## config.mk

```make
export PLATFORM = sky130hd
export DESIGN_NAME = interval_timer_three_channel_unit
export DESIGN_NICKNAME = d
export VERILOG_FILES = /design/src/hdl/itmr_pkg.sv /design/src/hdl/itmr_front.sv /design/src/hdl/itmr_back.sv /design/src/hdl/interval_timer_three_channel_unit.sv
export VERILOG_INCLUDE_DIRS = /design/src /design/src/hdl
export SDC_FILE = /design/constraint.sdc
export NUM_CORES = 1
export LEC_CHECK = 0
export BUFFER_PORTS_ARGS = -buffer_cell sky130_fd_sc_hd__buf_2
export CORE_MARGIN = 1
export CORE_UTILIZATION = 45
export DETAILED_ROUTE_END_ITERATION = 7
export HOLD_SLACK_MARGIN = 0.05
export PLACE_DENSITY = 0.65
export SETUP_SLACK_MARGIN = 0.1
export SLEW_MARGIN = 20
export SYNTH_ARGS = -nofsm -noshare
export SYNTH_HDL_FRONTEND = slang
export SYNTH_SLANG_ARGS = --single-unit
export TNS_END_PERCENT = 5
```

## constraint.sdc

```tcl
create_clock -name i_clk -period 5.7 [get_ports i_clk]
set_input_delay 1.71 -clock i_clk [delete_from_list [all_inputs] [get_ports i_clk]]
set_output_delay 1.71 -clock i_clk [all_outputs]
set_load 0.01 [all_outputs]
```

## src/hdl/interval_timer_three_channel_unit_macros.svh

```systemverilog
// ----------------------------------------------------------------------------
// Interval timer assertion macros
// Shared concurrent assertion shorthands for the timer RTL.
// ----------------------------------------------------------------------------
`ifndef INTERVAL_TIMER_THREE_CHANNEL_UNIT_MACROS_SVH
`define INTERVAL_TIMER_THREE_CHANNEL_UNIT_MACROS_SVH

// Plain property checked on every rising edge outside reset
`define ITMR_ASSERT(label, clk, rst_n, prop, msg) \
    label: assert property (@(posedge clk) disable iff (!rst_n) (prop)) else $error(msg);

// Next-cycle implication checked outside reset
`define ITMR_ASSERT_NEXT(label, clk, rst_n, ante, cons, msg) \
    label: assert property (@(posedge clk) disable iff (!rst_n) (ante) |=> (cons)) \
        else $error(msg);

`endif

```

## src/hdl/itmr_pkg.sv

```systemverilog
// ----------------------------------------------------------------------------
// Interval timer package
// Channel count, request and command codes, and the queued command word.
// ----------------------------------------------------------------------------
package itmr_pkg;

    localparam int NUM_CHANNELS = 3;
    localparam int CH_W         = 2;
    localparam int QUEUE_DEPTH  = 2;
    localparam int QPTR_W       = 1;
    localparam int QCNT_W       = 2;

    typedef enum logic [1:0] {
        REQ_CTRL  = 2'd0,
        REQ_WRITE = 2'd1,
        REQ_READ  = 2'd2,
        REQ_TICK  = 2'd3
    } t_req;

    typedef enum logic [2:0] {
        OP_NOP   = 3'd0,
        OP_LATCH = 3'd1,
        OP_MODE  = 3'd2,
        OP_WRITE = 3'd3,
        OP_READ  = 3'd4,
        OP_TICK  = 3'd5
    } t_op;

    localparam logic [1:0] ACC_LATCH = 2'd0;
    localparam logic [1:0] ACC_LOW   = 2'd1;
    localparam logic [1:0] ACC_HIGH  = 2'd2;
    localparam logic [1:0] ACC_LOHI  = 2'd3;

    localparam logic [2:0] MODE_TERMINAL = 3'd0;
    localparam logic [2:0] MODE_RATE     = 3'd2;
    localparam logic [2:0] MODE_SQUARE   = 3'd3;

    typedef struct packed {
        t_op              op;
        logic [CH_W-1:0]  chan;
        logic [7:0]       data;
    } t_cmd;

endpackage

```

## src/hdl/itmr_front.sv

```systemverilog
// ----------------------------------------------------------------------------
// Interval timer front end
// Accepts bus words, decodes them into timer commands and queues them.
// ----------------------------------------------------------------------------
module itmr_front
    import itmr_pkg::*;
(
    input  logic             i_clk,
    input  logic             i_rst_n,
    input  logic             i_valid,
    output logic             o_ready,
    input  logic [1:0]       i_req,
    input  logic [CH_W-1:0]  i_chan,
    input  logic [7:0]       i_data,
    output logic             o_q_valid,
    output t_cmd             o_q_cmd,
    input  logic             i_q_pop
);

    t_cmd                r_q [QUEUE_DEPTH];
    logic [QPTR_W-1:0]   r_wr;
    logic [QPTR_W-1:0]   r_rd;
    logic [QCNT_W-1:0]   r_cnt;
    t_cmd                dec_cmd;
    logic                push;
    logic                pop;

    // Classify the word; words for absent channels become no-ops
    always_comb begin
        dec_cmd.op   = OP_NOP;
        dec_cmd.chan = i_chan;
        dec_cmd.data = i_data;
        case (t_req'(i_req))
            REQ_CTRL: begin
                dec_cmd.chan = i_data[7:6];
                if ({1'b0, i_data[7:6]} < 3'(NUM_CHANNELS)) begin
                    dec_cmd.op = (i_data[5:4] == ACC_LATCH) ? OP_LATCH : OP_MODE;
                end
            end
            REQ_WRITE: begin
                if ({1'b0, i_chan} < 3'(NUM_CHANNELS)) begin
                    dec_cmd.op = OP_WRITE;
                end
            end
            REQ_READ: begin
                if ({1'b0, i_chan} < 3'(NUM_CHANNELS)) begin
                    dec_cmd.op = OP_READ;
                end
            end
            REQ_TICK: begin
                dec_cmd.op = OP_TICK;
            end
            default: begin
                dec_cmd.op = OP_NOP;
            end
        endcase
    end

    assign o_ready   = (r_cnt != QCNT_W'(QUEUE_DEPTH));
    assign push      = i_valid && o_ready;
    assign o_q_valid = (r_cnt != '0);
    assign pop       = i_q_pop && o_q_valid;
    assign o_q_cmd   = r_q[r_rd];

    always_ff @(posedge i_clk) begin
        if (push) begin
            r_q[r_wr] <= dec_cmd;
        end
    end

    always_ff @(posedge i_clk) begin
        if (!i_rst_n) begin
            r_wr  <= '0;
            r_rd  <= '0;
            r_cnt <= '0;
        end else begin
            if (push) begin
                r_wr <= r_wr + 1'b1;
            end
            if (pop) begin
                r_rd <= r_rd + 1'b1;
            end
            case ({push, pop})
                2'b10:   r_cnt <= r_cnt + 1'b1;
                2'b01:   r_cnt <= r_cnt - 1'b1;
                default: r_cnt <= r_cnt;
            endcase
        end
    end

endmodule

```

## src/hdl/itmr_back.sv

```systemverilog
// ----------------------------------------------------------------------------
// Interval timer back end
// Executes queued commands on the channel registers and holds the result.
// ----------------------------------------------------------------------------
`include "interval_timer_three_channel_unit_macros.svh"

module itmr_back
    import itmr_pkg::*;
(
    input  logic        i_clk,
    input  logic        i_rst_n,
    input  logic        i_irq_en,
    input  logic        i_q_valid,
    input  t_cmd        i_q_cmd,
    output logic        o_q_pop,
    output logic        o_valid,
    input  logic        i_ready,
    output logic [7:0]  o_read_data,
    output logic        o_irq,
    output logic        o_timer_out
);

    logic [2:0]   r_mode        [NUM_CHANNELS];
    logic [1:0]   r_access      [NUM_CHANNELS];
    logic         r_bcd         [NUM_CHANNELS];
    logic [15:0]  r_reload      [NUM_CHANNELS];
    logic [15:0]  r_live        [NUM_CHANNELS];
    logic         r_latch_vld   [NUM_CHANNELS];
    logic [15:0]  r_latched     [NUM_CHANNELS];
    logic         r_read_phase  [NUM_CHANNELS];
    logic         r_write_phase [NUM_CHANNELS];
    logic [7:0]   r_low_hold    [NUM_CHANNELS];
    logic         r_level;

    logic [2:0]   n_mode        [NUM_CHANNELS];
    logic [1:0]   n_access      [NUM_CHANNELS];
    logic         n_bcd         [NUM_CHANNELS];
    logic [15:0]  n_reload      [NUM_CHANNELS];
    logic [15:0]  n_live        [NUM_CHANNELS];
    logic         n_latch_vld   [NUM_CHANNELS];
    logic [15:0]  n_latched     [NUM_CHANNELS];
    logic         n_read_phase  [NUM_CHANNELS];
    logic         n_write_phase [NUM_CHANNELS];
    logic [7:0]   n_low_hold    [NUM_CHANNELS];
    logic         n_level;

    logic         r_out_valid;
    logic [7:0]   r_out_rd;
    logic         r_out_irq;
    logic         r_out_lvl;

    logic [CH_W-1:0] idx;
    logic [15:0]     cnt;
    logic [15:0]     dec;
    logic [7:0]      rd;
    logic            irq;
    logic            pop;
    logic [15:0]     live0;
    logic            tick_zero_reload;

    assign pop     = i_q_valid && (!r_out_valid || i_ready);
    assign o_q_pop = pop;
    assign idx     = i_q_cmd.chan;
    assign cnt     = r_latch_vld[idx] ? r_latched[idx] : r_live[idx];
    assign dec     = r_live[0] - 16'd1;
    assign live0   = r_live[0];
    assign tick_zero_reload = pop && (i_q_cmd.op == OP_TICK) && (r_reload[0] == 16'd0);

    always_comb begin
        n_mode        = r_mode;
        n_access      = r_access;
        n_bcd         = r_bcd;
        n_reload      = r_reload;
        n_live        = r_live;
        n_latch_vld   = r_latch_vld;
        n_latched     = r_latched;
        n_read_phase  = r_read_phase;
        n_write_phase = r_write_phase;
        n_low_hold    = r_low_hold;
        n_level       = r_level;
        rd            = 8'h00;
        irq           = 1'b0;
        case (i_q_cmd.op)
            OP_LATCH: begin
                n_latch_vld[idx] = 1'b1;
                n_latched[idx]   = r_live[idx];
            end
            OP_MODE: begin
                n_access[idx]      = i_q_cmd.data[5:4];
                n_mode[idx]        = i_q_cmd.data[3:1];
                n_bcd[idx]         = i_q_cmd.data[0];
                n_write_phase[idx] = 1'b0;
                n_read_phase[idx]  = 1'b0;
            end
            OP_WRITE: begin
                case (r_access[idx])
                    ACC_LOW: begin
                        n_reload[idx]      = {r_reload[idx][15:8], i_q_cmd.data};
                        n_live[idx]        = {r_reload[idx][15:8], i_q_cmd.data};
                        n_write_phase[idx] = 1'b0;
                    end
                    ACC_HIGH: begin
                        n_reload[idx]      = {i_q_cmd.data, r_reload[idx][7:0]};
                        n_live[idx]        = {i_q_cmd.data, r_reload[idx][7:0]};
                        n_write_phase[idx] = 1'b0;
                    end
                    ACC_LOHI: begin
                        if (!r_write_phase[idx]) begin
                            n_low_hold[idx]    = i_q_cmd.data;
                            n_write_phase[idx] = 1'b1;
                        end else begin
                            n_reload[idx]      = {i_q_cmd.data, r_low_hold[idx]};
                            n_live[idx]        = {i_q_cmd.data, r_low_hold[idx]};
                            n_write_phase[idx] = 1'b0;
                        end
                    end
                    default: begin
                        n_write_phase[idx] = r_write_phase[idx];
                    end
                endcase
            end
            OP_READ: begin
                case (r_access[idx])
                    ACC_LOW: begin
                        n_latch_vld[idx] = 1'b0;
                        rd               = cnt[7:0];
                    end
                    ACC_HIGH: begin
                        n_latch_vld[idx] = 1'b0;
                        rd               = cnt[15:8];
                    end
                    ACC_LOHI: begin
                        if (!r_read_phase[idx]) begin
                            n_read_phase[idx] = 1'b1;
                            rd                = cnt[7:0];
                        end else begin
                            n_read_phase[idx] = 1'b0;
                            n_latch_vld[idx]  = 1'b0;
                            rd                = cnt[15:8];
                        end
                    end
                    default: begin
                        rd = 8'h00;
                    end
                endcase
            end
            OP_TICK: begin
                // Only channel 0 counts; a zero reload stops it
                if (r_reload[0] != 16'd0) begin
                    if (dec != 16'd0) begin
                        n_live[0] = dec;
                    end else begin
                        n_live[0] = r_reload[0];
                        case (r_mode[0])
                            MODE_TERMINAL: begin
                                n_level = 1'b1;
                                irq     = 1'b1;
                            end
                            MODE_RATE: begin
                                irq = 1'b1;
                            end
                            MODE_SQUARE: begin
                                n_level = ~r_level;
                                irq     = ~r_level;
                            end
                            default: begin
                                irq = 1'b0;
                            end
                        endcase
                    end
                end
            end
            default: begin
                rd = 8'h00;
            end
        endcase
    end

    always_ff @(posedge i_clk) begin
        if (!i_rst_n) begin
            for (int i = 0; i < NUM_CHANNELS; i++) begin
                r_mode[i]        <= MODE_SQUARE;
                r_access[i]      <= ACC_LOHI;
                r_bcd[i]         <= 1'b0;
                r_reload[i]      <= 16'd0;
                r_live[i]        <= 16'd0;
                r_latch_vld[i]   <= 1'b0;
                r_latched[i]     <= 16'd0;
                r_read_phase[i]  <= 1'b0;
                r_write_phase[i] <= 1'b0;
                r_low_hold[i]    <= 8'h00;
            end
            r_level <= 1'b1;
        end else if (pop) begin
            r_mode        <= n_mode;
            r_access      <= n_access;
            r_bcd         <= n_bcd;
            r_reload      <= n_reload;
            r_live        <= n_live;
            r_latch_vld   <= n_latch_vld;
            r_latched     <= n_latched;
            r_read_phase  <= n_read_phase;
            r_write_phase <= n_write_phase;
            r_low_hold    <= n_low_hold;
            r_level       <= n_level;
        end
    end

    // Output register: load on pop, drop once taken
    always_ff @(posedge i_clk) begin
        if (!i_rst_n) begin
            r_out_valid <= 1'b0;
        end else if (pop) begin
            r_out_valid <= 1'b1;
        end else if (i_ready) begin
            r_out_valid <= 1'b0;
        end
    end

    always_ff @(posedge i_clk) begin
        if (pop) begin
            r_out_rd  <= rd;
            r_out_irq <= irq && i_irq_en;
            r_out_lvl <= n_level;
        end
    end

    assign o_valid     = r_out_valid;
    assign o_read_data = r_out_rd;
    assign o_irq       = r_out_irq;
    assign o_timer_out = r_out_lvl;

    `ITMR_ASSERT(a_irq_no_data, i_clk, i_rst_n, !(r_out_valid && r_out_irq) || (r_out_rd == 8'h00), "interrupt word carries read data")
    `ITMR_ASSERT_NEXT(a_zero_reload_hold, i_clk, i_rst_n, tick_zero_reload, $stable(live0), "channel 0 counted with zero reload")
    `ITMR_ASSERT_NEXT(a_zero_reload_quiet, i_clk, i_rst_n, tick_zero_reload, !r_out_irq, "interrupt raised with zero reload")

endmodule

```

## src/hdl/interval_timer_three_channel_unit.sv

```systemverilog
// Path: a word accepted on the slave side is written into the command queue, then executed
//   by the back end, whose result word is held in the output register for the master side.
// Throughput: one word per cycle unless the master side holds back result words and the queue fills.
// Reset (i_rst_n low at a rising edge): queue and output register empty, all channels
//   mode 3, access low/high, counts zero, channel 0 output high, interrupt reporting on.
// ----------------------------------------------------------------------------
// Three-channel interval timer
// Stream-side bus decode, two-word command queue and timer execute stage.
// ----------------------------------------------------------------------------
module interval_timer_three_channel_unit
    import itmr_pkg::*;
(
    input  logic        i_clk,
    input  logic        i_rst_n,
    input  logic        i_cfg_we,
    input  logic        i_cfg_wdata,    // irq_connected
    input  logic        s_axis_tvalid,
    output logic        s_axis_tready,
    input  logic [7:0]  s_axis_tdata,   // [7:0] data
    input  logic [3:0]  s_axis_tuser,   // [1:0] req_type, [3:2] channel
    output logic        m_axis_tvalid,
    input  logic        m_axis_tready,
    output logic [15:0] m_axis_tdata    // [7:0] read_data, [8] irq_raised, [9] timer_out
);

    logic        r_irq_en;
    logic        q_valid;
    t_cmd        q_cmd;
    logic        q_pop;
    logic [7:0]  out_rd;
    logic        out_irq;
    logic        out_lvl;

    always_ff @(posedge i_clk) begin
        if (!i_rst_n) begin
            r_irq_en <= 1'b1;
        end else if (i_cfg_we) begin
            r_irq_en <= i_cfg_wdata;
        end
    end

    itmr_front u_front (
        .i_clk     (i_clk),
        .i_rst_n   (i_rst_n),
        .i_valid   (s_axis_tvalid),
        .o_ready   (s_axis_tready),
        .i_req     (s_axis_tuser[1:0]),
        .i_chan    (s_axis_tuser[3:2]),
        .i_data    (s_axis_tdata),
        .o_q_valid (q_valid),
        .o_q_cmd   (q_cmd),
        .i_q_pop   (q_pop)
    );

    itmr_back u_back (
        .i_clk       (i_clk),
        .i_rst_n     (i_rst_n),
        .i_irq_en    (r_irq_en),
        .i_q_valid   (q_valid),
        .i_q_cmd     (q_cmd),
        .o_q_pop     (q_pop),
        .o_valid     (m_axis_tvalid),
        .i_ready     (m_axis_tready),
        .o_read_data (out_rd),
        .o_irq       (out_irq),
        .o_timer_out (out_lvl)
    );

    assign m_axis_tdata = {6'b0, out_lvl, out_irq, out_rd};

endmodule

```

# [Yosys cells after proc, flatten, opt, wreduce, memory -nomap -nowiden]
# Memories as Yosys holds them, arrays and structs flattened. A register that Yosys moved wholly into a read port is not among the register bits.
# Index checks and enable logic that the tools add are counted.
[word_totals] reg_bits=209 output_inout_bits=18 ram_bits=26 input_bits=18 memories=1
[memory_table] name="u_front.r_q" words=2 word_bits=13 rd=1 rd_clocked_by_memory_dff=1 wr=1 line_no="itmr_front.sv:20" source="t_cmd r_q [QUEUE_DEPTH];"
[op_classes] n_bitwise=10 n_lt_le_gt_ge=4 n_mux=85 n_addsub=5 n_eq_ne=23 reduce_logical=30
[op_table] op="$bwmux 48" count=7
[op_table] op="$pmux 48 s3" count=2
[op_table] op="$mux 16" count=10
[op_table] op="$bmux 16 s2" count=3
[op_table] op="$mux 48" count=2
[op_table] op="$demux 16 s2" count=1
[op_table] op="$mux 8" count=4
[op_table] op="$pmux 16 s2" count=1
[op_table] op="$reduce_bool 16->1" count=2
[op_table] op="$pmux 3 s2" count=5
[op_table] op="$bwmux 24" count=1
[op_table] op="$pmux 8 s3" count=1
[op_table] op="$mux 3" count=7
[op_table] op="$mux 1" count=19
[op_table] op="$bmux 8 s2" count=1
[op_table] op="$demux 8 s2" count=1
[op_table] op="$sub 16x1->16 const B" count=1
[op_table] op="$reduce_bool 2->1" count=7
[op_table] op="$eq 3x2->1 const B" count=4
[op_table] op="$mux 2" count=6
[op_table] op="$pmux 3 s4" count=1
[op_table] op="$reduce_and 4->1" count=3
[op_table] op="$eq 2x2->1 const B" count=5
[op_table] op="$and 3x3->3" count=3
[op_table] op="other kinds (37)" count=60

# [Depth between registers and ports, before layout]
# Gate-level depths: netlist of run 1.
[logic_depth] ltp_word=10 depth_mapped=18 depth_no_buf=13

# [Cells and area by module]
# Synthesis of run 1 repeated with hierarchy kept, for this count alone.
[hier_totals] hier_cells=1304 hier_area_um2=11183.2
[by_module_without_submodules] module="itmr_back" cells_per_inst=1214 area_each_um2=9850.7 n_inst=1
[by_module_without_submodules] module="itmr_front" cells_per_inst=78 area_each_um2=1234.9 n_inst=1
[by_module_without_submodules] module="interval_timer_three_channel_unit" cells_per_inst=12 area_each_um2=97.6 n_inst=1

# [Least setup slack after synthesis of run 1]
# Ideal clock, no wire load.
[synth_path] path_type="register to register" startpoint="reg (tool-made name)" endpoint="reg u_back.r_reload[41] (netlist bit)" setup_ps=76 arrival_ps=3479 period_less_slack_ps=3555 setup_slack_ps=2145 stages_incl_launch_ff=17 path_buffers=6 t_required_ps=5624 cell_sequence="dfxtp_1 mux2_2 buf_4 nor2_1 buf_2 buf_1 nand2_1 o21ai_0 inv_1 ha_1 or2_2 clkbuf_1 clkbuf_1 clkbuf_1 o21ai_1 o21ai_0 a21boi_0"
[synth_rtl] element="to (signal assigned)" line_no="itmr_back.sv:198" source="r_reload <= n_reload;"
[synth_rtl] element="to (decl)" line_no="itmr_back.sv:26" source="logic [15:0] r_reload [NUM_CHANNELS];"

==> report_table.html, run 1 <==
<table>
<tr><th>Metric</th><th>Value</th></tr>
<tr><th colspan="2">GRT</th></tr>
<tr><td>Global-route track usage on met3</td><td>2.98%</td></tr>
<tr><td>GRT overflow</td><td>0</td></tr>
<tr><td>Routing layer with the top usage in global route</td><td>met2</td></tr>
<tr><td>Global routing usage summed across all routing layers</td><td>23.6%</td></tr>
<tr><td>Global-route track usage on met2</td><td>38.9%</td></tr>
<tr><td>Global Route met1 Usage</td><td>32.1%</td></tr>
<tr><td>Pin count of the biggest net entering global routing</td><td>120</td></tr>
<tr><td>Vias in the first global route</td><td>9210</td></tr>
<tr><td>Number of antenna violations at the first check in global routing</td><td>0</td></tr>
<tr><td>First-pass GRT wire length</td><td>49500 um</td></tr>
<tr><th colspan="2">Synthesis</th></tr>
<tr><td>Register area share after synthesis</td><td>43.3%</td></tr>
<tr><td>Compound-cell area share of the yosys netlist</td><td>27.2%</td></tr>
<tr><td>Main combinational cell family by area after synthesis</td><td>compound AO/OA/AOI/OAI gates</td></tr>
<tr><td>Synth Warn #</td><td>0</td></tr>
<tr><td>Largest area contributor in the netlist</td><td>dfxtp_1</td></tr>
<tr><td>Proportion of synthesized flip-flops having asynchronous set or reset</td><td>0%</td></tr>
<tr><td>Most frequently used flop master after synthesis</td><td>dfxtp_1</td></tr>
<tr><td>Share of synthesized cell area in and, or, nand and nor gates</td><td>18.6%</td></tr>
<tr><td>Synthesized instance count</td><td>1338</td></tr>
<tr><td>Average cell area after synthesis</td><td>8.56 um^2</td></tr>
<tr><td>Top cells by area, synth</td><td>dfxtp_1 34%, edfxtp_1 9.4%, nand2_1 7.6%</td></tr>
<tr><td>Synthesized cell area</td><td>11500 um^2</td></tr>
<tr><td>Portion of netlist area occupied by mux cells</td><td>4.46%</td></tr>
<tr><td>XOR/XNOR share of the synthesized area</td><td>0.841%</td></tr>
<tr><td>Fraction of the mapped netlist area in adder cells</td><td>0.765%</td></tr>
<tr><td>Number of synthesized flops with an enable pin</td><td>36</td></tr>
<tr><td>Flip-flop and latch count after synthesis</td><td>230</td></tr>
<tr><td>Area share of the largest cell type after synthesis</td><td>33.9%</td></tr>
<tr><td>Number of different library cells in the post-synthesis netlist</td><td>67</td></tr>
<tr><th colspan="2">Drt</th></tr>
<tr><td>Remaining number of nets flagged by the antenna check after routing</td><td>0</td></tr>
<tr><td>Wirelength per Cell</td><td>18.4 um</td></tr>
<tr><td>Total wire length</td><td>30800 um</td></tr>
<tr><td>Drt initial violations</td><td>884</td></tr>
<tr><td>Detailed-route DRC error count</td><td>0</td></tr>
<tr><td>Total iterations of the first detailed-routing run</td><td>5</td></tr>
<tr><td>Via count</td><td>9821</td></tr>
<tr><td>Vias per inst</td><td>5.88</td></tr>
<tr><th colspan="2">Timing</th></tr>
<tr><td>Final hold violations</td><td>0</td></tr>
<tr><td>Sum of negative setup slack</td><td>0 ns</td></tr>
<tr><td>Portion of the clock cycle consumed by the worst path in the final layout</td><td>74.6%</td></tr>
<tr><td>Worst slew margin relative to its limit</td><td>27.3%</td></tr>
<tr><td>Setup skew after layout</td><td>0.0105 ns</td></tr>
<tr><td>Post-route worst hold slack</td><td>0.477 ns</td></tr>
<tr><td>Fmax achieved</td><td>235 MHz</td></tr>
<tr><td>Number of endpoints failing setup at the final stage</td><td>0</td></tr>
<tr><td>Worst slew pin tran</td><td>1.07 ns</td></tr>
<tr><td>Post-layout minimum cycle time</td><td>4.25 ns</td></tr>
<tr><td>Setup repair after global routing missed its margin</td><td>false</td></tr>
<tr><td>Pins Over Slew Limit</td><td>0</td></tr>
<tr><th colspan="2">Critical path</th></tr>
<tr><td>Crit path required time</td><td>6.11 ns</td></tr>
<tr><td>Type of the worst setup path</td><td>reg -&gt; reg</td></tr>
<tr><td>Number of buffer and inverter instances along the worst setup path</td><td>3</td></tr>
<tr><td>Cells along the critical path</td><td>mux2_2 &gt; buf_4 &gt; nor2_4 &gt; nand2_1 &gt; o21ai_0 &gt; ha_1 &gt; buf_4 &gt; inv_1 &gt; a31oi_1 &gt; o21ai_2 &gt; a31oi_1 &gt; nor2_1 &gt; o221ai_1 &gt; a21oi_1</td></tr>
<tr><td>Slowest cell on crit path</td><td>a31oi_1</td></tr>
<tr><td>Worst reg2reg path startpoint</td><td>u_front.r_q[1][8]$_DFFE_PP_</td></tr>
<tr><td>Slack of the worst reg-to-reg path</td><td>1.45 ns</td></tr>
<tr><td>Crit. End Element</td><td>register</td></tr>
<tr><td>Arrival time reported for the critical path endpoint</td><td>4.67 ns</td></tr>
<tr><td>Capture point of the worst reg-to-reg path</td><td>u_back.live0[0]$_SDFFE_PN0P_</td></tr>
<tr><td>Crit path launch type</td><td>register</td></tr>
<tr><td>Critical path fanouts, max</td><td>30</td></tr>
<tr><td>Depth of the worst register-to-register path</td><td>14</td></tr>
<tr><td>Cell class contributing the biggest share of worst-path delay</td><td>compound AO/OA/AOI/OAI gates</td></tr>
<tr><td>Largest stage delay on the critical path</td><td>0.64 ns</td></tr>
<tr><th colspan="2">Power and ir drop</th></tr>
<tr><td>Total power of the final layout</td><td>5260 uW</td></tr>
<tr><td>Leakage component of the power</td><td>0.00520 uW</td></tr>
<tr><td>Largest vdd supply drop</td><td>0.289 mV</td></tr>
<tr><td>Areal power density over the cells</td><td>414 nW/um^2</td></tr>
<tr><th colspan="2">Layout</th></tr>
<tr><td>Share of final-layout standard cells stronger than drive strength 1</td><td>11.1%</td></tr>
<tr><td>Net total in the final layout</td><td>1345</td></tr>
<tr><td>Number of antenna repair diodes</td><td>0</td></tr>
<tr><td>Area Overhead vs Synth</td><td>10.9%</td></tr>
<tr><th colspan="2">Floorplanning</th></tr>
<tr><td>Die extent in x</td><td>162 um</td></tr>
<tr><td>Starting Density</td><td>45.7%</td></tr>
<tr><td>Floorplan core area</td><td>25000 um^2</td></tr>
<tr><td>Floorplan die height</td><td>162 um</td></tr>
<tr><td>Number of ports placed on the die boundary</td><td>36</td></tr>
<tr><td>Area of the die</td><td>26100 um^2</td></tr>
<tr><td>Total number of placement rows</td><td>58</td></tr>
<tr><th colspan="2">Worst hold path</th></tr>
<tr><td>Hold path start</td><td>u_back.r_reload[0]$_SDFFE_PN0P_</td></tr>
<tr><td>Worst min-delay path class</td><td>reg -&gt; reg</td></tr>
<tr><td>Hold path cells</td><td>2</td></tr>
<tr><td>Capture endpoint of the worst hold path</td><td>u_back.r_reload[0]$_SDFFE_PN0P_</td></tr>
<tr><th colspan="2">Clock tree</th></tr>
<tr><td>Number of hold buffers added after CTS</td><td>0</td></tr>
<tr><td>H-tree depth</td><td>1</td></tr>
<tr><td>Clock Latency Late Sink</td><td>0.52 ns</td></tr>
<tr><td>Post-CTS Repair Setup Buffers</td><td>0</td></tr>
<tr><td>TritonCTS clock tree</td><td>built</td></tr>
<tr><td>CTS Buf Count</td><td>27</td></tr>
<tr><td>Gates resized, CTS repair</td><td>0</td></tr>
<tr><td>Clock root buffer master</td><td>clkbuf_16</td></tr>
<tr><td>Clock tree sinks</td><td>230</td></tr>
<tr><td>Largest buffer count on any clock path</td><td>3</td></tr>
<tr><td>Clock transition at the register clock pins on the worst setup and hold paths after CTS</td><td>0.06 ns</td></tr>
<tr><th colspan="2">Run status</th></tr>
<tr><td>Status</td><td>completed</td></tr>
<tr><th colspan="2">Place</th></tr>
<tr><td>Routability congestion estimate</td><td>0.930</td></tr>
<tr><td>Count of input and output buffers</td><td>29</td></tr>
<tr><td>Detailed Place HPWL</td><td>19900 um</td></tr>
<tr><th colspan="2">Flow run</th></tr>
<tr><td>Maximum Capacitance Violations</td><td>0</td></tr>
</table>
[layout by cell type, fill, tap and decap left out, types with 5 or more instances in the layout]
cell type,instances
clkinv_2,6
o22ai_1,11
a21oi_1,139
nor3_1,6
xnor2_1,7
nand2_1,232
o211ai_1,26
o21a_1,9
and2_1,16
o21ai_0,104
clkbuf_8,5
a21boi_0,34
mux2_2,22
clkbuf_16,28
nand4_1,5
and3_1,5
nand3_1,24
nor4_1,10
buf_4,29
nor2b_1,50
edfxtp_1,36
o211a_1,75
conb_1,6
inv_1,10
nor2_1,61
o221ai_1,6
a22oi_1,13
dfxtp_1,194
a31oi_1,16
o2bb2ai_1,8
ha_1,7
clkbuf_1,8
nor2_2,5
mux2i_1,19
buf_2,28
[layout make-up]
type | count | area (um^2)
Tap cell | 330 | 413
Inverter | 10 | 37.5
Multi-Input combinational cell | 992 | 6000
Timing Repair Buffer | 59 | 397
Sequential cell | 230 | 4960
Clock buffer | 41 | 800
Clock inverter | 8 | 90.1
Fill cell | 2373 | 12300
[where the power goes]
group / switching, uW / internal [uW]
Sequential: 62.0 / 1770
Clock: 672 / 1050
Combinational: 1210 / 500
[Yosys cell counts, types with 4 or more instances]
cell type and count:
nand2_1 232, dfxtp_1 194, a21oi_1 139, o21ai_0 104
o211a_1 75, nor2_1 66, clkbuf_1 55, nor2b_1 50
buf_2 36, edfxtp_1 36, a21boi_0 34, o211ai_1 26
mux2i_1 24, nand3_1 24, mux2_2 22, a31oi_1 16
and2_1 16, a22oi_1 13, buf_4 11, o22ai_1 11
inv_1 10, nor4_1 10, o21a_1 9, buf_1 8
o2bb2ai_1 8, ha_1 7, xnor2_1 7, nor3_1 6
o221ai_1 6, and3_1 5, nand4_1 5, a211oi_1 4
nor3b_1 4, nor4_2 4, or2_2 4, xor2_1 4
[metal layers]
layer	wire [um]	vias up	share of wire [%]
li1	-	4775	-
met1	14200	4724	46
met2	14100	267	46
met3	1580	55	5.1
met4	906	0	2.9
met5	0	-	0
[logic make-up (layout without fill, tap and decap cells)]
family,Yosys count,in the layout
compound gates,470,470
simple gates,451,451
flops,230,230
buf+inv,121,118
mux,47,47
xor+xnor,11,11
fa+ha+maj,7,7
other cells,1,6
[sequential cells by signal, summed over array words and instances (netlist names), 2 cells and up, named ones only]
signal / count
u_back.r_live: 32
u_front.r_cnt: 2
u_back.o_read_data: 8
u_back.r_reload: 48
u_back.r_write_phase: 3
u_back.r_latched: 48
u_back.live0: 16
u_back.r_low_hold: 24
u_front.r_q: 26
u_back.r_mode: 3
u_back.r_access: 6
[worst reg2reg max path: cells and delay by family, from the launching register on]
family,cells,cell delay [ns]
simple gates,3,0.52
flops,1,0.44
buf+inv,3,0.70
mux,1,0.47
compound gates,6,1.46
fa+ha+maj,1,0.54
[worst max path at each step]
| stage | start | to | slack, ns | cells after the start |
|---|---|---|---|---|
| after floorplan | register | u_back.r_reload[41]$_SDFFE_PN0P_ | 2.15 | 16 |
| after global placement | m_axis_tready | u_back.live0[8]$_SDFFE_PN0P_ | 1.20 | 9 |
| after detailed placement | m_axis_tready | u_back.live0[0]$_SDFFE_PN0P_ | 1.20 | 9 |
| after CTS | u_front.r_q[1][8]$_DFFE_PP_ | u_back.live0[0]$_SDFFE_PN0P_ | 1.47 | 15 |
| after global routing | u_front.r_q[1][8]$_DFFE_PP_ | u_back.live0[8]$_SDFFE_PN0P_ | 1.16 | 15 |
| final | u_front.r_q[1][8]$_DFFE_PP_ | u_back.live0[0]$_SDFFE_PN0P_ | 1.45 | 14 |
[metrics by stage]
stage               instance area (um^2)  setup WS (ns)  util (%)  instances
floorplan                          11500           2.15         -       1343
detailed placement                 11800           1.20      47.0       1619
global route                       12700           1.16      50.7       1670
CTS                                12700           1.47      50.6       1668
finish                             12700           1.45      50.7       1670
global placement                   11800           1.20      47.0       1619
(Power assumes the default switching activity.)
==> run 2, diff against run 1 <==
--- a/config.mk
+++ b/config.mk
@@ -11,7 +11,7 @@
 export CORE_UTILIZATION = 45
 export DETAILED_ROUTE_END_ITERATION = 7
 export HOLD_SLACK_MARGIN = 0.05
-export PLACE_DENSITY = 0.65
+export PLACE_DENSITY = 0.67
 export SETUP_SLACK_MARGIN = 0.1
 export SLEW_MARGIN = 20
 export SYNTH_ARGS = -nofsm -noshare
==> constraint.sdc (replaced) <==
create_clock -name i_clk -period 3.4 [get_ports i_clk]
set_input_delay 1.02 -clock i_clk [delete_from_list [all_inputs] [get_ports i_clk]]
set_output_delay 1.02 -clock i_clk [all_outputs]
set_load 0.01 [all_outputs]
==> run 2 against run 1 <==
Sequential power increased by 68%. Combinational power increased by 70%. Worst setup slack got worse by 1.1 ns. Hold slack improved by 0.0065 ns. Fmax increased by 38%. Clock skew increased by 0.0049 ns. Via count increased by 1.9%. First-iteration DRC count increased by 1.1%. Die area unchanged. Critical endpoint is now u_back.r_reload[1]$_SDFFE_PN0P_. Largest power group unchanged.
==> report_table.html, run 2 (same netlist as run 1, synthesis figures left out) <==
<table>
<tr><th>Metric</th><th>Value</th></tr>
<tr><th colspan="2">Critical path</th></tr>
<tr><td>Crit path launch type</td><td>register</td></tr>
<tr><td>Depth of the worst register-to-register path</td><td>12</td></tr>
<tr><td>Critical path fanouts, max</td><td>11</td></tr>
<tr><td>Type of the worst setup path</td><td>reg -&gt; reg</td></tr>
<tr><td>Slowest cell on crit path</td><td>mux2_2</td></tr>
<tr><td>Crit path required time</td><td>3.84 ns</td></tr>
<tr><td>Arrival time reported for the critical path endpoint</td><td>3.52 ns</td></tr>
<tr><td>Slack of the worst reg-to-reg path</td><td>0.32 ns</td></tr>
<tr><td>Cells along the critical path</td><td>mux2_2 &gt; mux2i_1 &gt; o21a_1 &gt; inv_1 &gt; ha_1 &gt; buf_4 &gt; nor2_1 &gt; buf_4 &gt; nand2_1 &gt; o211ai_1 &gt; nand2_1 &gt; a21boi_0</td></tr>
<tr><td>Crit. End Element</td><td>register</td></tr>
<tr><td>Largest stage delay on the critical path</td><td>0.41 ns</td></tr>
<tr><th colspan="2">Layout</th></tr>
<tr><td>Share of final-layout standard cells stronger than drive strength 1</td><td>12.0%</td></tr>
<tr><td>Final core utilization</td><td>50.9%</td></tr>
<tr><td>Net total in the final layout</td><td>1364</td></tr>
<tr><td>Design Area, Final</td><td>12800 um^2</td></tr>
<tr><td>Most common cell after layout, fill and taps aside</td><td>nand2_1</td></tr>
<tr><td>Most used cells in the layout excluding fill and tap cells</td><td>231 x nand2_1, 193 x dfxtp_1, 139 x a21oi_1</td></tr>
<tr><td>Area Overhead vs Synth</td><td>11.4%</td></tr>
<tr><td>Regs by FF count</td><td>u_back.r_latched: 48 flops, u_back.r_reload: 48 flops, u_back.r_live: 32 flops</td></tr>
<tr><td>Number of antenna repair diodes</td><td>0</td></tr>
<tr><th colspan="2">Clock tree</th></tr>
<tr><td>Largest buffer count on any clock path</td><td>3</td></tr>
<tr><td>Post-CTS Repair Setup Buffers</td><td>0</td></tr>
<tr><td>TritonCTS clock tree</td><td>built</td></tr>
<tr><td>CTS Buf Count</td><td>26</td></tr>
<tr><td>Number of hold buffers added after CTS</td><td>0</td></tr>
<tr><td>H-tree depth</td><td>1</td></tr>
<tr><td>Clock transition at the register clock pins on the worst setup and hold paths after CTS</td><td>0.06 ns</td></tr>
<tr><td>Clock root buffer master</td><td>clkbuf_16</td></tr>
<tr><td>Clock Latency Late Sink</td><td>0.54 ns</td></tr>
<tr><td>Clock tree sinks</td><td>230</td></tr>
<tr><td>Gates resized, CTS repair</td><td>0</td></tr>
<tr><th colspan="2">Drt</th></tr>
<tr><td>Wirelength per Cell</td><td>18.2 um</td></tr>
<tr><td>Vias per inst</td><td>5.93</td></tr>
<tr><td>Total wire length</td><td>30600 um</td></tr>
<tr><td>Via count</td><td>10000</td></tr>
<tr><td>Detailed-route DRC error count</td><td>0</td></tr>
<tr><td>Drt initial violations</td><td>894</td></tr>
<tr><td>Remaining number of nets flagged by the antenna check after routing</td><td>0</td></tr>
<tr><td>Total iterations of the first detailed-routing run</td><td>5</td></tr>
<tr><th colspan="2">Power and ir drop</th></tr>
<tr><td>Areal power density over the cells</td><td>682 nW/um^2</td></tr>
<tr><td>Internal Dissipation</td><td>5460 uW</td></tr>
<tr><td>Gate power share</td><td>33.5%</td></tr>
<tr><td>Total power of the final layout</td><td>8700 uW</td></tr>
<tr><td>Largest vdd supply drop</td><td>0.502 mV</td></tr>
<tr><td>Net Sw Frac</td><td>37.3%</td></tr>
<tr><td>Sequential share of power</td><td>35.4%</td></tr>
<tr><td>Clk pwr share</td><td>31.1%</td></tr>
<tr><td>Sw Pwr</td><td>3240 uW</td></tr>
<tr><td>Leakage component of the power</td><td>0.00525 uW</td></tr>
<tr><th colspan="2">GRT</th></tr>
<tr><td>Global routing usage summed across all routing layers</td><td>23.5%</td></tr>
<tr><td>Number of antenna violations at the first check in global routing</td><td>0</td></tr>
<tr><td>Pin count of the biggest net entering global routing</td><td>62</td></tr>
<tr><td>First-pass GRT wire length</td><td>49000 um</td></tr>
<tr><td>Vias in the first global route</td><td>8999</td></tr>
<tr><td>GRT overflow</td><td>0</td></tr>
<tr><th colspan="2">Place</th></tr>
<tr><td>Placed Area</td><td>11900 um^2</td></tr>
<tr><td>Detailed Place HPWL</td><td>20400 um</td></tr>
<tr><td>Routability congestion estimate</td><td>0.913</td></tr>
<tr><td>Count of input and output buffers</td><td>29</td></tr>
<tr><th colspan="2">Timing</th></tr>
<tr><td>Portion of the clock cycle consumed by the worst path in the final layout</td><td>90.6%</td></tr>
<tr><td>Worst slew pin tran</td><td>1.03 ns</td></tr>
<tr><td>Post-route worst hold slack</td><td>0.484 ns</td></tr>
<tr><td>Worst slew margin relative to its limit</td><td>31.0%</td></tr>
<tr><td>Setup skew after layout</td><td>0.0153 ns</td></tr>
<tr><td>Pins Over Slew Limit</td><td>0</td></tr>
<tr><td>Final hold violations</td><td>0</td></tr>
<tr><td>Sum of negative setup slack</td><td>0 ns</td></tr>
<tr><td>Post-layout minimum cycle time</td><td>3.08 ns</td></tr>
<tr><td>Setup repair after global routing missed its margin</td><td>true</td></tr>
<tr><td>Fmax achieved</td><td>325 MHz</td></tr>
<tr><td>Number of endpoints failing setup at the final stage</td><td>0</td></tr>
<tr><th colspan="2">Worst hold path</th></tr>
<tr><td>Worst min-delay path class</td><td>reg -&gt; reg</td></tr>
<tr><td>Hold path cells</td><td>2</td></tr>
<tr><th colspan="2">Floorplanning</th></tr>
<tr><td>Floorplan die height</td><td>162 um</td></tr>
<tr><td>Die extent in x</td><td>162 um</td></tr>
<tr><td>Floorplan core area</td><td>25000 um^2</td></tr>
<tr><td>Area of the die</td><td>26100 um^2</td></tr>
<tr><td>Total number of placement rows</td><td>58</td></tr>
<tr><td>Number of ports placed on the die boundary</td><td>36</td></tr>
<tr><td>Starting Density</td><td>45.7%</td></tr>
<tr><th colspan="2">Run status</th></tr>
<tr><td>Status</td><td>completed</td></tr>
<tr><th colspan="2">Flow run</th></tr>
<tr><td>Maximum Capacitance Violations</td><td>0</td></tr>
</table>
==> run 2: cell count changes in the layout (fill, tap and decap cells not counted), sizes merged <==
cell | before | now
buf | 59 | 79
bufinv | 2 | 1
clkbuf | 41 | 38
clkinv | 6 | 5
clkinvlp | 0 | 1
inv | 10 | 11
==> run 2: layout make-up <==
cell class / instances / area (um^2)
Clock buffer: 38 / 747
Clock inverter: 8 / 72.6
Fill cell: 2363 / 12300
Inverter: 10 / 37.5
Multi-Input combinational cell: 992 / 6000
Sequential cell: 230 / 4970
Tap cell: 330 / 413
Timing Repair Buffer: 79 / 523
==> run 2: worst paths after layout <==
path | start | endpoint
setup / recovery | register | u_back.r_reload[1]$_SDFFE_PN0P_
hold / removal | u_back.r_live[7]$_SDFFE_PN0P_ | u_back.r_live[7]$_SDFFE_PN0P_
hold reg to reg | u_back.r_live[7]$_SDFFE_PN0P_ | u_back.r_live[7]$_SDFFE_PN0P_
setup reg to reg | register | u_back.r_reload[1]$_SDFFE_PN0P_
==> run 2: power by group through the flow <==
stage | clock network (uW) | logic (uW) | registers (uW)
global route | 2860 | 3190 | 3100
finish | 2710 | 2910 | 3080
detailed placement | 0 | 2880 | 3140
global placement | 0 | 2850 | 3130
floorplan | 0 | 1970 | 3120
CTS | 2750 | 2880 | 3080
==> run 2: per-stage QoR <==
stage	std cells	setup WS, ns
2_1_floorplan	1343	0.137
3_3_place_gp	1641	0.297
3_5_place_dp	1641	0.211
4_1_cts	1687	0.205
5_1_grt	1687	0.0340
6_report	1687	0.319
==> run 2: worst max-delay path: cells and delay by family, from the launching register on <==
| kind | cells | cell delay, ns |
|---|---|---|
| buf+inv | 3 | 0.49 |
| mux | 2 | 0.59 |
| flops | 1 | 0.39 |
| fa+ha+maj | 1 | 0.27 |
| compound gates | 3 | 0.72 |
| simple gates | 3 | 0.52 |
==> run 2: layer usage <==
layer	routed length (um)	up-vias	track usage, %
li1	-	4806	-
met1	13700	4799	31.6
met2	14100	337	38.2
met3	1740	69	3.16
met4	1070	0	8.96
met5	0	-	0
